## src/hw/rtl/cluster_hadron_fraction_accumulator_unit_assert.svh

```systemverilog
// Assertion macros shared by the accumulator modules.
// Each macro expects signals named clk and rst_n in the module that uses it.
`ifndef CLUSTER_HADRON_FRACTION_ACCUMULATOR_UNIT_ASSERT_SVH
`define CLUSTER_HADRON_FRACTION_ACCUMULATOR_UNIT_ASSERT_SVH

// A condition that holds at every clock edge out of reset.
`define CHFA_ASSERT_HOLDS(lbl, cond) \
  lbl: assert property (@(posedge clk) disable iff (!rst_n) (cond)) \
    else $error("invariant violated");

// A condition that forces another in the same cycle.
`define CHFA_ASSERT_IMPLIES(lbl, ante, cons) \
  lbl: assert property (@(posedge clk) disable iff (!rst_n) (ante) |-> (cons)) \
    else $error("implication violated");

// A condition that forces another in the following cycle.
`define CHFA_ASSERT_NEXT(lbl, ante, cons) \
  lbl: assert property (@(posedge clk) disable iff (!rst_n) (ante) |=> (cons)) \
    else $error("next-cycle implication violated");

`endif

```

## src/hw/rtl/chfa_pkg.sv

```systemverilog
// Types and constants for the cluster hadron fraction accumulator.
// Used by every module of the block; depends on nothing.
package chfa_pkg;

  localparam int CFG_W     = 16;
  localparam int ENERGY_W  = 18;
  localparam int WEIGHT_W  = 17;
  localparam int SUM_W     = 25;
  localparam int CNT_W     = 23;
  localparam int INT_W     = 18;
  localparam int FRAC_BITS = 16;
  localparam int DIV_W     = SUM_W + FRAC_BITS;
  localparam int QUEUE_DEPTH = 2;

  localparam logic [CFG_W-1:0] HAD_THR_RESET = 16'd30;
  localparam logic [CFG_W-1:0] INT_THR_RESET = 16'd328;
  localparam logic [CFG_W-1:0] SPLIT_RESET   = 16'd6000;

  localparam logic signed [SUM_W-1:0] SUM_MAX = 25'sh0FFFFFF;
  localparam logic signed [SUM_W-1:0] SUM_MIN = 25'sh1000000;
  localparam logic [CNT_W-1:0]        CNT_MAX = 23'h7FFFFF;

  localparam logic [INT_W-1:0] INT_POS_MAG = 18'd131071;
  localparam logic [INT_W-1:0] INT_NEG_MAG = 18'd131072;
  localparam logic [INT_W-1:0] INT_MAX     = 18'h1FFFF;
  localparam logic [INT_W-1:0] INT_MIN     = 18'h20000;

  typedef enum logic [1:0] {
    KIND_PHOTON_HADRON = 2'd0,
    KIND_BG_PHOTON     = 2'd1,
    KIND_POOR_CHI2     = 2'd2,
    KIND_DIODE         = 2'd3
  } fit_kind_t;

  typedef enum logic [1:0] {
    CFG_HAD_THR = 2'd0,
    CFG_INT_THR = 2'd1,
    CFG_SPLIT   = 2'd2
  } cfg_index_t;

  typedef struct packed {
    logic [CFG_W-1:0] had_thr;
    logic [CFG_W-1:0] int_thr;
    logic [CFG_W-1:0] split;
  } cfg_t;

  typedef struct packed {
    logic                    has_psd;
    logic signed [SUM_W-1:0] total_sum;
    logic signed [SUM_W-1:0] hadron_sum;
    logic [CNT_W-1:0]        hit_count;
  } clus_rec_t;

endpackage

```

## src/hw/rtl/chfa_front.sv

```systemverilog
// Front end: accepts hits, classifies them and keeps the running cluster sums.
// Pushes one finished cluster record per last hit; depends on chfa_pkg.
module chfa_front #(
  parameter int MAX_HITS = 64
) (
  input  logic                                clk,
  input  logic                                rst_n,
  input  logic                                in_valid,
  output logic                                in_ready,
  input  logic                                in_fit_valid,
  input  logic [1:0]                          in_fit_kind,
  input  logic signed [chfa_pkg::ENERGY_W-1:0] in_total_energy,
  input  logic signed [chfa_pkg::ENERGY_W-1:0] in_hadron_energy,
  input  logic [chfa_pkg::WEIGHT_W-1:0]       in_hit_weight,
  input  logic                                in_last_hit,
  input  chfa_pkg::cfg_t                      cfg,
  output logic                                push_valid,
  input  logic                                push_ready,
  output chfa_pkg::clus_rec_t                 push_rec
);
  import chfa_pkg::*;

  localparam int HC_W = $clog2(MAX_HITS + 1);

  logic [HC_W-1:0]             hit_cnt_r;
  logic                        p_vld_r;
  logic                        p_acc_r;
  logic                        p_had_r;
  logic                        p_last_r;
  logic signed [ENERGY_W-1:0]  p_tot_r;
  logic signed [ENERGY_W-1:0]  p_hadE_r;
  logic [WEIGHT_W-1:0]         p_w_r;

  logic signed [SUM_W-1:0]     tsum_r, tsum_nxt;
  logic signed [SUM_W-1:0]     hsum_r, hsum_nxt;
  logic [CNT_W-1:0]            csum_r, csum_nxt;
  logic [CNT_W-1:0]            wsum_r, wsum_nxt;

  logic                        under_limit;
  logic                        kind_ok;
  logic                        low_energy;
  logic                        had_low;
  logic                        had_high;
  logic                        hadronic;
  logic signed [ENERGY_W+FRAC_BITS:0] prod;
  logic signed [ENERGY_W+FRAC_BITS:0] had_sh;
  logic                        consume;

  function automatic logic signed [SUM_W-1:0] sat_add_s(
    input logic signed [SUM_W-1:0]    a,
    input logic signed [ENERGY_W-1:0] b
  );
    logic [SUM_W:0] s;
    s = {a[SUM_W-1], a} + {{(SUM_W + 1 - ENERGY_W){b[ENERGY_W-1]}}, b};
    if (s[SUM_W] != s[SUM_W-1]) begin
      return s[SUM_W] ? SUM_MIN : SUM_MAX;
    end
    return s[SUM_W-1:0];
  endfunction

  function automatic logic [CNT_W-1:0] sat_add_u(
    input logic [CNT_W-1:0]    a,
    input logic [WEIGHT_W-1:0] b
  );
    logic [CNT_W:0] s;
    s = {1'b0, a} + {{(CNT_W + 1 - WEIGHT_W){1'b0}}, b};
    return s[CNT_W] ? CNT_MAX : s[CNT_W-1:0];
  endfunction

  assign under_limit = hit_cnt_r < HC_W'(MAX_HITS);
  assign kind_ok = (in_fit_kind != KIND_POOR_CHI2) && (in_fit_kind != KIND_DIODE);

  assign low_energy = $signed({in_total_energy[ENERGY_W-1], in_total_energy}) <
                      $signed({{(ENERGY_W + 1 - CFG_W){1'b0}}, cfg.split});
  assign had_low    = $signed({in_hadron_energy[ENERGY_W-1], in_hadron_energy}) >
                      $signed({{(ENERGY_W + 1 - CFG_W){1'b0}}, cfg.had_thr});
  assign prod       = $signed({1'b0, cfg.int_thr}) * in_total_energy;
  assign had_sh     = $signed({in_hadron_energy[ENERGY_W-1], in_hadron_energy,
                               {FRAC_BITS{1'b0}}});
  assign had_high   = had_sh > prod;
  assign hadronic   = low_energy ? had_low : had_high;

  assign consume  = p_vld_r && (!p_last_r || push_ready);
  assign in_ready = !p_vld_r || consume;

  always_comb begin
    tsum_nxt = tsum_r;
    hsum_nxt = hsum_r;
    csum_nxt = csum_r;
    wsum_nxt = wsum_r;
    if (p_acc_r) begin
      tsum_nxt = sat_add_s(tsum_r, p_tot_r);
      hsum_nxt = sat_add_s(hsum_r, p_hadE_r);
      wsum_nxt = sat_add_u(wsum_r, p_w_r);
      if (p_had_r) begin
        csum_nxt = sat_add_u(csum_r, p_w_r);
      end
    end
  end

  assign push_valid          = p_vld_r && p_last_r;
  assign push_rec.has_psd    = wsum_nxt != '0;
  assign push_rec.total_sum  = tsum_nxt;
  assign push_rec.hadron_sum = hsum_nxt;
  assign push_rec.hit_count  = csum_nxt;

  always_ff @(posedge clk) begin
    if (!rst_n) begin
      hit_cnt_r <= '0;
      p_vld_r   <= 1'b0;
      tsum_r    <= '0;
      hsum_r    <= '0;
      csum_r    <= '0;
      wsum_r    <= '0;
    end else begin
      if (consume) begin
        if (p_last_r) begin
          tsum_r <= '0;
          hsum_r <= '0;
          csum_r <= '0;
          wsum_r <= '0;
        end else begin
          tsum_r <= tsum_nxt;
          hsum_r <= hsum_nxt;
          csum_r <= csum_nxt;
          wsum_r <= wsum_nxt;
        end
      end
      if (in_ready) begin
        p_vld_r <= in_valid;
      end
      if (in_valid && in_ready) begin
        if (in_last_hit) begin
          hit_cnt_r <= '0;
        end else if (under_limit) begin
          hit_cnt_r <= hit_cnt_r + HC_W'(1);
        end
      end
    end
  end

  always_ff @(posedge clk) begin
    if (in_valid && in_ready) begin
      p_acc_r  <= under_limit && in_fit_valid && kind_ok;
      p_had_r  <= hadronic;
      p_last_r <= in_last_hit;
      p_tot_r  <= in_total_energy;
      p_hadE_r <= in_hadron_energy;
      p_w_r    <= in_hit_weight;
    end
  end

endmodule

```

## src/hw/rtl/chfa_queue.sv

```systemverilog
// Short queue of finished cluster records between the front and back ends.
// Register-based, QUEUE_DEPTH entries; depends on chfa_pkg and the assertion header.
`include "cluster_hadron_fraction_accumulator_unit_assert.svh"

module chfa_queue (
  input  logic                clk,
  input  logic                rst_n,
  input  logic                push_valid,
  output logic                push_ready,
  input  chfa_pkg::clus_rec_t push_rec,
  output logic                pop_valid,
  input  logic                pop_ready,
  output chfa_pkg::clus_rec_t pop_rec
);
  import chfa_pkg::*;

  localparam int PTR_W = (QUEUE_DEPTH > 1) ? $clog2(QUEUE_DEPTH) : 1;
  localparam int CNT_QW = $clog2(QUEUE_DEPTH + 1);

  clus_rec_t          mem_r [QUEUE_DEPTH];
  logic [PTR_W-1:0]   wr_ptr_r;
  logic [PTR_W-1:0]   rd_ptr_r;
  logic [CNT_QW-1:0]  count_r;
  logic               push;
  logic               pop;

  assign push_ready = count_r != CNT_QW'(QUEUE_DEPTH);
  assign pop_valid  = count_r != '0;
  assign push       = push_valid && push_ready;
  assign pop        = pop_valid && pop_ready;
  assign pop_rec    = mem_r[rd_ptr_r];

  always_ff @(posedge clk) begin
    if (!rst_n) begin
      wr_ptr_r <= '0;
      rd_ptr_r <= '0;
      count_r  <= '0;
    end else begin
      if (push) begin
        wr_ptr_r <= (wr_ptr_r == PTR_W'(QUEUE_DEPTH - 1)) ? '0 : wr_ptr_r + PTR_W'(1);
      end
      if (pop) begin
        rd_ptr_r <= (rd_ptr_r == PTR_W'(QUEUE_DEPTH - 1)) ? '0 : rd_ptr_r + PTR_W'(1);
      end
      if (push && !pop) begin
        count_r <= count_r + CNT_QW'(1);
      end else if (pop && !push) begin
        count_r <= count_r - CNT_QW'(1);
      end
    end
  end

  always_ff @(posedge clk) begin
    if (push) begin
      mem_r[wr_ptr_r] <= push_rec;
    end
  end

  `CHFA_ASSERT_HOLDS(a_count_bound, count_r <= CNT_QW'(QUEUE_DEPTH))
  `CHFA_ASSERT_NEXT(a_push_grows, push && !pop, count_r == $past(count_r) + CNT_QW'(1))
  `CHFA_ASSERT_NEXT(a_pop_shrinks, pop && !push, count_r == $past(count_r) - CNT_QW'(1))

endmodule

```

## src/hw/rtl/chfa_back.sv

```systemverilog
// Back end: takes a cluster record, divides the hadron sum by the total sum
// bit-serially if weighted and nonzero; output is registered; uses chfa_pkg.
`include "cluster_hadron_fraction_accumulator_unit_assert.svh"

module chfa_back (
  input  logic                             clk,
  input  logic                             rst_n,
  input  logic                             rec_valid,
  output logic                             rec_ready,
  input  chfa_pkg::clus_rec_t              rec,
  output logic                             out_valid,
  input  logic                             out_ready,
  output logic                             out_has_psd,
  output logic                             out_intensity_set,
  output logic signed [chfa_pkg::INT_W-1:0] out_hadron_intensity,
  output logic [chfa_pkg::CNT_W-1:0]       out_hadron_hit_count
);
  import chfa_pkg::*;

  localparam int STEP_W = $clog2(DIV_W);

  typedef enum logic [1:0] {
    ST_IDLE,
    ST_DIV,
    ST_EMIT
  } state_t;

  state_t             state_r;
  clus_rec_t          rec_r;
  logic [SUM_W-1:0]   rem_r;
  logic [DIV_W-1:0]   dvd_r;
  logic [SUM_W-1:0]   dvs_r;
  logic [INT_W-1:0]   quo_r;
  logic               ovf_r;
  logic               neg_r;
  logic [STEP_W-1:0]  step_r;
  logic               out_valid_r;
  logic               out_has_psd_r;
  logic               out_set_r;
  logic [INT_W-1:0]   out_int_r;
  logic [CNT_W-1:0]   out_cnt_r;

  logic [SUM_W-1:0]   had_mag;
  logic [SUM_W-1:0]   tot_mag;
  logic [SUM_W:0]     rem_sh;
  logic               ge;
  logic               set;
  logic [INT_W-1:0]   int_sat;

  assign had_mag = rec.hadron_sum[SUM_W-1] ? SUM_W'(-rec.hadron_sum) : rec.hadron_sum;
  assign tot_mag = rec.total_sum[SUM_W-1] ? SUM_W'(-rec.total_sum) : rec.total_sum;

  assign rem_sh = {rem_r, dvd_r[DIV_W-1]};
  assign ge     = rem_sh >= {1'b0, dvs_r};

  assign set = rec_r.has_psd && (rec_r.total_sum != '0);

  always_comb begin
    if (!neg_r) begin
      int_sat = (ovf_r || quo_r > INT_POS_MAG) ? INT_MAX : quo_r;
    end else begin
      int_sat = (ovf_r || quo_r > INT_NEG_MAG) ? INT_MIN : INT_W'(-quo_r);
    end
  end

  assign rec_ready            = state_r == ST_IDLE;
  assign out_valid            = out_valid_r;
  assign out_has_psd          = out_has_psd_r;
  assign out_intensity_set    = out_set_r;
  assign out_hadron_intensity = out_int_r;
  assign out_hadron_hit_count = out_cnt_r;

  always_ff @(posedge clk) begin
    if (!rst_n) begin
      state_r     <= ST_IDLE;
      out_valid_r <= 1'b0;
    end else begin
      if (out_valid_r && out_ready && state_r != ST_EMIT) begin
        out_valid_r <= 1'b0;
      end
      unique case (state_r)
        ST_IDLE: begin
          if (rec_valid) begin
            rec_r  <= rec;
            dvd_r  <= {had_mag, {FRAC_BITS{1'b0}}};
            dvs_r  <= tot_mag;
            rem_r  <= '0;
            quo_r  <= '0;
            ovf_r  <= 1'b0;
            neg_r  <= rec.hadron_sum[SUM_W-1] ^ rec.total_sum[SUM_W-1];
            step_r <= '0;
            state_r <= (rec.has_psd && rec.total_sum != '0) ? ST_DIV : ST_EMIT;
          end
        end
        ST_DIV: begin
          rem_r  <= ge ? SUM_W'(rem_sh - {1'b0, dvs_r}) : rem_sh[SUM_W-1:0];
          dvd_r  <= {dvd_r[DIV_W-2:0], 1'b0};
          quo_r  <= {quo_r[INT_W-2:0], ge};
          ovf_r  <= ovf_r | quo_r[INT_W-1];
          step_r <= step_r + STEP_W'(1);
          if (step_r == STEP_W'(DIV_W - 1)) begin
            state_r <= ST_EMIT;
          end
        end
        ST_EMIT: begin
          if (!out_valid_r || out_ready) begin
            out_valid_r   <= 1'b1;
            out_has_psd_r <= rec_r.has_psd;
            out_set_r     <= set;
            out_int_r     <= set ? int_sat : '0;
            out_cnt_r     <= rec_r.has_psd ? rec_r.hit_count : '0;
            state_r       <= ST_IDLE;
          end
        end
        default: begin
          state_r <= ST_IDLE;
        end
      endcase
    end
  end

  `CHFA_ASSERT_IMPLIES(a_div_needs_total, state_r == ST_DIV,
                       rec_r.has_psd && rec_r.total_sum != '0)
  `CHFA_ASSERT_IMPLIES(a_step_bound, state_r == ST_DIV, step_r < STEP_W'(DIV_W))
  `CHFA_ASSERT_IMPLIES(a_set_needs_psd, out_valid_r && out_set_r, out_has_psd_r)

endmodule

```

## src/hw/rtl/cluster_hadron_fraction_accumulator_unit.sv

```systemverilog
// Top level of the cluster hadron fraction accumulator: configuration
// registers, front end, record queue and divider back end; uses chfa_pkg.
//
//   Channel  Direction  Beat contents
//   in_      input      one crystal hit of a cluster
//   out_     output     one cluster result, sent on the last hit
//   cfg_     input      register index and 16-bit write data
//
// The front end takes one hit per cycle unless stalled and registers it before
// adding it to the sums. A cluster result leaves the back end without passing
// the divider when there is no waveform weight or the total sum is zero, otherwise
// after the 41-step serial divider. Two finished clusters can wait in the queue;
// the input stalls only on a last hit while the queue is full.
// Reset is synchronous and clears control state and the sums; no clearing pass.
module cluster_hadron_fraction_accumulator_unit #(
  parameter int MAX_HITS = 64
) (
  input  logic                                 clk,
  input  logic                                 rst_n,
  input  logic                                 in_valid,
  output logic                                 in_ready,
  input  logic                                 in_fit_valid,
  input  logic [1:0]                           in_fit_kind,
  input  logic signed [chfa_pkg::ENERGY_W-1:0] in_total_energy,
  input  logic signed [chfa_pkg::ENERGY_W-1:0] in_hadron_energy,
  input  logic [chfa_pkg::WEIGHT_W-1:0]        in_hit_weight,
  input  logic                                 in_last_hit,
  output logic                                 out_valid,
  input  logic                                 out_ready,
  output logic                                 out_has_psd,
  output logic                                 out_intensity_set,
  output logic signed [chfa_pkg::INT_W-1:0]    out_hadron_intensity,
  output logic [chfa_pkg::CNT_W-1:0]           out_hadron_hit_count,
  input  logic                                 cfg_valid,
  output logic                                 cfg_ready,
  input  logic [1:0]                           cfg_index,
  input  logic [chfa_pkg::CFG_W-1:0]           cfg_data
);
  import chfa_pkg::*;

  cfg_t      cfg_r;
  logic      push_valid;
  logic      push_ready;
  clus_rec_t push_rec;
  logic      pop_valid;
  logic      pop_ready;
  clus_rec_t pop_rec;

  assign cfg_ready = 1'b1;

  always_ff @(posedge clk) begin
    if (!rst_n) begin
      cfg_r.had_thr <= HAD_THR_RESET;
      cfg_r.int_thr <= INT_THR_RESET;
      cfg_r.split   <= SPLIT_RESET;
    end else if (cfg_valid && cfg_ready) begin
      unique case (cfg_index)
        CFG_HAD_THR: cfg_r.had_thr <= cfg_data;
        CFG_INT_THR: cfg_r.int_thr <= cfg_data;
        CFG_SPLIT:   cfg_r.split   <= cfg_data;
        default: begin
          cfg_r <= cfg_r;
        end
      endcase
    end
  end

  chfa_front #(
    .MAX_HITS (MAX_HITS)
  ) u_front (
    .clk              (clk),
    .rst_n            (rst_n),
    .in_valid         (in_valid),
    .in_ready         (in_ready),
    .in_fit_valid     (in_fit_valid),
    .in_fit_kind      (in_fit_kind),
    .in_total_energy  (in_total_energy),
    .in_hadron_energy (in_hadron_energy),
    .in_hit_weight    (in_hit_weight),
    .in_last_hit      (in_last_hit),
    .cfg              (cfg_r),
    .push_valid       (push_valid),
    .push_ready       (push_ready),
    .push_rec         (push_rec)
  );

  chfa_queue u_queue (
    .clk        (clk),
    .rst_n      (rst_n),
    .push_valid (push_valid),
    .push_ready (push_ready),
    .push_rec   (push_rec),
    .pop_valid  (pop_valid),
    .pop_ready  (pop_ready),
    .pop_rec    (pop_rec)
  );

  chfa_back u_back (
    .clk                  (clk),
    .rst_n                (rst_n),
    .rec_valid            (pop_valid),
    .rec_ready            (pop_ready),
    .rec                  (pop_rec),
    .out_valid            (out_valid),
    .out_ready            (out_ready),
    .out_has_psd          (out_has_psd),
    .out_intensity_set    (out_intensity_set),
    .out_hadron_intensity (out_hadron_intensity),
    .out_hadron_hit_count (out_hadron_hit_count)
  );

endmodule

```

## config.mk

```make
export PLATFORM = sky130hd
export DESIGN_NAME = cluster_hadron_fraction_accumulator_unit
export DESIGN_NICKNAME = d
export VERILOG_FILES = /design/src/hw/rtl/chfa_pkg.sv /design/src/hw/rtl/chfa_front.sv /design/src/hw/rtl/chfa_queue.sv /design/src/hw/rtl/chfa_back.sv /design/src/hw/rtl/cluster_hadron_fraction_accumulator_unit.sv
export VERILOG_INCLUDE_DIRS = /design/src /design/src/hw/rtl
export SDC_FILE = /design/constraint.sdc
export NUM_CORES = 2
export LEC_CHECK = 0
export ABC_AREA = 1
export BUFFER_PORTS_ARGS = -buffer_cell sky130_fd_sc_hd__buf_2
export CORE_UTILIZATION = 60
export CTS_CLUSTER_SIZE = 16
export DETAILED_ROUTE_END_ITERATION = 12
export PLACE_DENSITY = 0.77
export SETUP_SLACK_MARGIN = 0.05
export SLEW_MARGIN = 25
export SYNTH_ARGS = -nofsm -noshare
export SYNTH_HDL_FRONTEND = slang
export SYNTH_SLANG_ARGS = --single-unit
```

## constraint.sdc

```tcl
create_clock -name clk -period 25.2 [get_ports clk]
set_input_delay 5.04 -clock clk [delete_from_list [all_inputs] [get_ports clk]]
set_output_delay 5.04 -clock clk [all_outputs]
set_load 0.1 [all_outputs]
```

---- After elaboration in Yosys (flattened, before gate mapping) ----
Memories as Yosys holds them, arrays and structs flattened. A register that Yosys moved wholly into a read port is not among the register bits.
Cells that the tools add are included.
word-level totals
  register bits ........................... 424
  RAM bits ................................ 148
  input bits .............................. 80
  output and inout port bits .............. 46
  logic and storage cells ................. 171
  memories ................................ 1
cells by class
  $add $sub $neg .......................... 14
  multiply operators ...................... 1
  $lt $le $gt $ge ......................... 7
  eq/ne operators ......................... 14
  muxes and demuxes ....................... 56
  bitwise operators ....................... 2
  reduce and logical (&&, ||, !) cells .... 41
memories
  name           words  width  rd ports  clocked after memory_dff  write ports  line              source
  u_queue.mem_r  2      74     1         1                         1            chfa_queue.sv:20  clus_rec_t mem_r [QUEUE_DEPTH];
operators with widths
  cell                                                                               number
  25-bit two-way mux                                                                 13
  23-bit two-way mux                                                                 7
  41-bit case mux with 2 select lines                                                1
  18-bit two-way mux                                                                 4
  25-bit by 18-bit adder with 26-bit output                                          2
  25-bit negator                                                                     2
  25-bit case mux with 2 select lines                                                1
  25-bit nonzero test                                                                2
  23-bit by 17-bit adder with 24-bit output                                          2
  41-bit two-way mux                                                                 1
  18-bit case mux with 2 select lines                                                1
  34-bit by 35-bit greater-than comparator with 1-bit output                         1
  17-bit by 18-bit multiplier with 35-bit output                                     1
  26-bit by 25-bit >= comparator with 1-bit output                                   1
  25-bit subtractor                                                                  1
  24-bit two-way mux                                                                 1
  23-bit nonzero test                                                                1
  18-bit by 17-bit greater-than comparator with 1-bit output                         1
  18-bit by 17-bit greater-than comparator with 1-bit output, second input constant  1
  18-bit greater-than comparator, second input constant                              1
  18-bit by 17-bit less-than comparator with 1-bit output                            1
  18-bit negator                                                                     1
  1-bit two-way mux                                                                  15
  1-bit logical AND                                                                  14
  other kinds (26)                                                                   59

---- Longest topological paths before layout ----
  word-level depth ........................ 7
  mapped depth ............................ 44
  depth with buffers taken out ............ 42

---- Cells and area by module ----
A second synthesis with hierarchy kept.
second synthesis, totals
  cells, all modules ...................... 5415
  area, all modules ....................... 44107.3 um^2
by module, submodules not included
  module                                    times used  cells an instance  area an instance (um^2)  sequential area each (um^2)
  chfa_front                                1           3561               25199.2                  3763.6
  chfa_back                                 1           1300               11119.4                  5825.6
  chfa_queue                                1           267                5826.8                   4544.4
  cluster_hadron_fraction_accumulator_unit  1           287                1961.9                   960.9

---- Worst setup path after synthesis ----
No wires, ideal clock.
  path kind ............................... input -> register
  from .................................... in in_total_energy[17] (netlist bit)
  to ...................................... reg u_front.p_had_r, data pin
  setup time .............................. 0.252 ns
  data arrival time ....................... 12.075 ns
  required time ........................... 24.948 ns
  slack ................................... 12.873 ns
  cell stages on the path ................. 35
  buffers on the path ..................... 2
  path through ............................ clkbuf_1 clkbuf_1 nand2_1 fa_1 inv_1 fa_1 fa_1 inv_1 fa_1 inv_1 fa_1 inv_1 fa_1 inv_1 ha_1 a21o_1 inv_1 o21ai_0 a2111oi_0 nand2_1 xnor2_1 ha_1 nand2_1 nor2_1 nand2_1 nor2_1 nand2_1 nor2_1 nand2_1 nor2_1 nand3_1 nand3b_1 nand2_1 nand2_1 nand2_1
on the way
  longest elaborated chain between the ends .. 3
  elaborated cells on any way between the ends .. 4
  classes of those cells .................. mul (1); order compare (2); mux (1)
ends and longest elaborated chain
  item                                                        line                                            source
  start, declared                                             cluster_hadron_fraction_accumulator_unit.sv:24  input logic signed [chfa_pkg::ENERGY_W-1:0] in_total_energy,
  17-bit by 18-bit multiplier with 35-bit output              chfa_front.sv:77                                assign prod = $signed({1'b0, cfg.int_thr}) * in_total_energy;
  34-bit by 35-bit greater-than comparator with 1-bit output  chfa_front.sv:80                                assign had_high = had_sh > prod;
  1-bit two-way mux (*)                                       chfa_front.sv:81                                assign hadronic = low_energy ? had_low : had_high;
  net u_front.hadronic                                        chfa_front.sv:44                                logic hadronic;
  end signal, assigned                                        chfa_front.sv:145                               p_had_r <= hadronic;
  end, declared                                               chfa_front.sv:28                                logic p_had_r;
Mark *: on every way through the listed nets, which the timed path passes. The rest lies on a longest branch.
A chain may end at the register's enable or synchronous reset.

---- Worst setup path after layout ----
Ends and elaborated chain as after synthesis.

==> metrics <==
outcome=complete, no violations; fmax=80.9 MHz; ys async rst share=0%; Post-synth EDFFs=396; pin count of the biggest net entering global routing=83; Worst Path Buf+Inv=4; PortBufs=123; post_cts resized=0; Nets=5,899; largest cells by area after synthesis=edfxtp_1 28%, fa_1 14%, nand2_1 13%; crit path kind=in -> reg; Seq cells post-synth=556; Bufs on Longest Clock Path=3; Avg Vias per Cell=5.38; CP Data Required Time=25.59 ns; fraction of layout cells with a size suffix above 1=6.23%; Max Cap Viol=0; post-route cell area=45,800 sq um; Setup Viol. Count Final=0; leak pwr=22.0 nW; clk sinks=556; initial antenna violation count=2; sequential power share=26.5%; starting density of the core=60.6%; fill count=5,840; die area=71,800 sq um; wirelength, routed=98.5 mm; CTS tree=built; Critical Path Max Stage Delay=0.90 ns; Pwr Total=4.68 mW; H-tree Lvls=2; Mapped Nets=5,857; total number of vias=33,643; combinational power share=55.0%; die extent in x=268 um; area of the core=70,000 sq um; Power Density=102 nW/um^2; crit share post-route=49.1%; Cell Int Power=2.57 mW; Max-slew headroom=31.3%; top cell type's share of synthesized area=28.0%; top_reg_cell synth=edfxtp_1; hold slack=0.451 ns; total global routing overflow=0; Synth-to-Final Area Change=7.98%; Switching Power=2.12 mW; First-pass DRT Iterations=6; number of distinct library cells after synthesis=55; Max Slew Vio Count=0; placed cell area=43,800 sq um; drt drc=0; Post-CTS Setup Bufs=0; Setup crit start kind=input port; row count=97; initial drt markers=2,294; Top Ports=126; worst min-delay path category=reg -> reg; YS warnings=0; Die Y=268 um; gpl congestion=0.947; Synth area leader=edfxtp_1; Ant. Diodes=0; Peak VDD IR=93.7 uV; GRT Overall Usage=28.0%; Syn Inst Count=5,224; vias in the first global route=32,941; CP arrival=12.75 ns; DPL Wire Length=73.9 mm; critical path's slowest cell=fa_1; flop2flop setup slack=16.67 ns; drt wl/cell=15.7 um; first-pass GRT wire length=162 mm; cell family with most CP delay=adder cells; Sw Share=45.2%; crit end category=flip-flop; TritonCTS buffer count=59; Clock Tree Root=clkbuf_16; Synth Area per Inst=8.12 sq um; RSZ-0062 raised after global routing=no; fin crit period=12.37 ns; Max Clock Skew=0.0245 ns; DRT antenna net count=0; clock-pin slew on the worst setup and hold paths=0.06 ns; sequential share of the synthesized area=35.6%; clk_lat worst skew=0.64 ns; Tightest Pin Transition=1.03 ns; Max FO, Critical Path=19; setup TNS=0 ns; Post-Syn Area=42,400 sq um; hold_buf cts=0; Clk network pwr share=18.5%; cell mode on critical path=nand2_1; final hold viol count=0
registers in the layout, indices dropped and copies added, names as in the netlist, 6 cells and up, named ones only:
name	cells
u_back.out_hadron_intensity	18
u_front.p_tot_r	18
u_back.step_r	6
u_front.hit_cnt_r	7
u_front.csum_r	23
u_back.quo_r	18
u_front.p_hadE_r	18
u_back.dvd_r	25
u_front.hsum_r	25
u_queue.mem_r	148
u_back.out_hadron_hit_count	23
u_front.wsum_r	23
u_back.rem_r	25
u_back.dvs_r	25
u_front.tsum_r	25
u_back.rec_r	48
cfg_r	48
u_front.p_w_r	17
metal layers:
layer / part of all wire (%) / vias to the layer above / global-route usage [%]
li1: - / 16608 / -
met1: 42 / 15941 / 35.3
met2: 49 / 870 / 49.2
met3: 4.7 / 220 / 3.23
met4: 3.8 / 4 / 11.2
met5: 0.048 / - / 0
power groups by stage:
| stage | sequential (mW) | clock [mW] | combinational, mW |
|---|---|---|---|
| global placement | 1.26 | 0 | 2.50 |
| global route | 1.26 | 0.913 | 2.94 |
| CTS | 1.24 | 0.880 | 2.58 |
| floorplan | 1.30 | 0 | 1.89 |
| detailed placement | 1.26 | 0 | 2.56 |
| finish | 1.24 | 0.864 | 2.58 |
layout by cell type, fill, tap and decap left out, types with 7 or more instances in the layout:
| cell | instances |
|---|---|
| nand2_1 | 1477 |
| inv_1 | 915 |
| edfxtp_1 | 396 |
| a21oi_1 | 337 |
| nor2_1 | 310 |
| fa_1 | 298 |
| ha_1 | 255 |
| o21ai_0 | 199 |
| nand3_1 | 170 |
| dfxtp_1 | 159 |
| buf_2 | 123 |
| xor2_1 | 82 |
| xnor2_1 | 68 |
| clkbuf_16 | 63 |
| nand4_1 | 51 |
| nor3_1 | 42 |
| buf_4 | 35 |
| or2_2 | 31 |
| o21ai_1 | 27 |
| o211ai_1 | 27 |
| o21a_1 | 18 |
| nor4_1 | 16 |
| o21bai_1 | 15 |
| nand3b_1 | 14 |
| a21o_1 | 13 |
| clkinv_2 | 12 |
| clkinv_1 | 11 |
| a31oi_1 | 11 |
| inv_2 | 10 |
| o22ai_1 | 9 |
| or2_0 | 8 |
| or2_1 | 8 |
| mux2i_1 | 7 |
| nor2_2 | 7 |
| a21boi_0 | 7 |
| o31ai_1 | 7 |
| clkbuf_8 | 7 |
| clkbuf_1 | 7 |
worst reg2reg max path, delay by kind of cell, from the launching register on:
family / cells / cell delay, ns
adder cells (fa/ha/maj): 8 / 4.37
buffers and inverters: 3 / 0.22
flip-flops: 1 / 0.98
AND/OR/NAND/NOR: 23 / 2.74
synth_stat cells (2+ instances only):
library cell and number:
nand2_1 1477, inv_1 916, edfxtp_1 396, a21oi_1 337
nor2_1 316, fa_1 298, ha_1 255, o21ai_0 199
nand3_1 170, dfxtp_1 160, clkbuf_1 138, xor2_1 82
xnor2_1 68, nand4_1 51, nor3_1 44, or2_2 31
o21ai_1 28, o211ai_1 27, o21a_1 18, buf_1 16
nor4_1 16, o21bai_1 15, buf_2 14, nand3b_1 14
a21o_1 13, a31oi_1 11, inv_2 10, o22ai_1 9
buf_4 8, or2_0 8, or2_1 8, a21boi_0 7
mux2i_1 7, nor2_2 7, o31ai_1 7, and2_1 6
o21ai_2 5, nand2_2 4, nor3b_1 4, a2111oi_0 3
a211oi_1 3, clkinv_1 3, a21oi_2 2, nand3_2 2
stage by stage:
step / cells / utilization, % / worst slack [ns]
detailed placement: 6145 / 62.6 / 12.15
floorplan: 5224 / - / 12.87
global route: 6257 / 65.4 / 12.22
finish: 6257 / 65.4 / 12.83
global placement: 6145 / 62.6 / 12.15
CTS: 6257 / 65.4 / 12.82
worst paths after layout:
path                        from         endpoint  cells past startpoint
min reg2reg     u_queue.rd_ptr_r        flip-flop                      1
min             u_queue.rd_ptr_r        flip-flop                      1
max          in_total_energy[17]  u_front.p_had_r                     35
max reg2reg            cfg_r[20]  u_front.p_had_r                     34
layout make-up:
cell class	instances	area [sq um]	area share (%)
inverter	929	3490	7.61
multi-input combinational	3562	23200	50.6
clock inverter	35	284	0.620
clock buffer	77	1700	3.71
sequential	556	15100	33.0
timing repair buffer	158	878	1.92
tap	940	1180	2.57
logic make-up (layout without fill, tap and decap cells):
group / Yosys count / count (layout) / share of synthesized area, %
simple gates: 2161 / 2161 / 20.8
buf+inv: 1106 / 1199 / 9.92
compound gates: 689 / 689 / 8.87
flops: 556 / 556 / 35.6
fa+ha+maj: 553 / 553 / 21.6
xor+xnor: 150 / 150 / 3.10
mux: 8 / 8 / 0.198
other cells: 1 / 1 / 0.00884
Power figures use the tool's default switching activity.
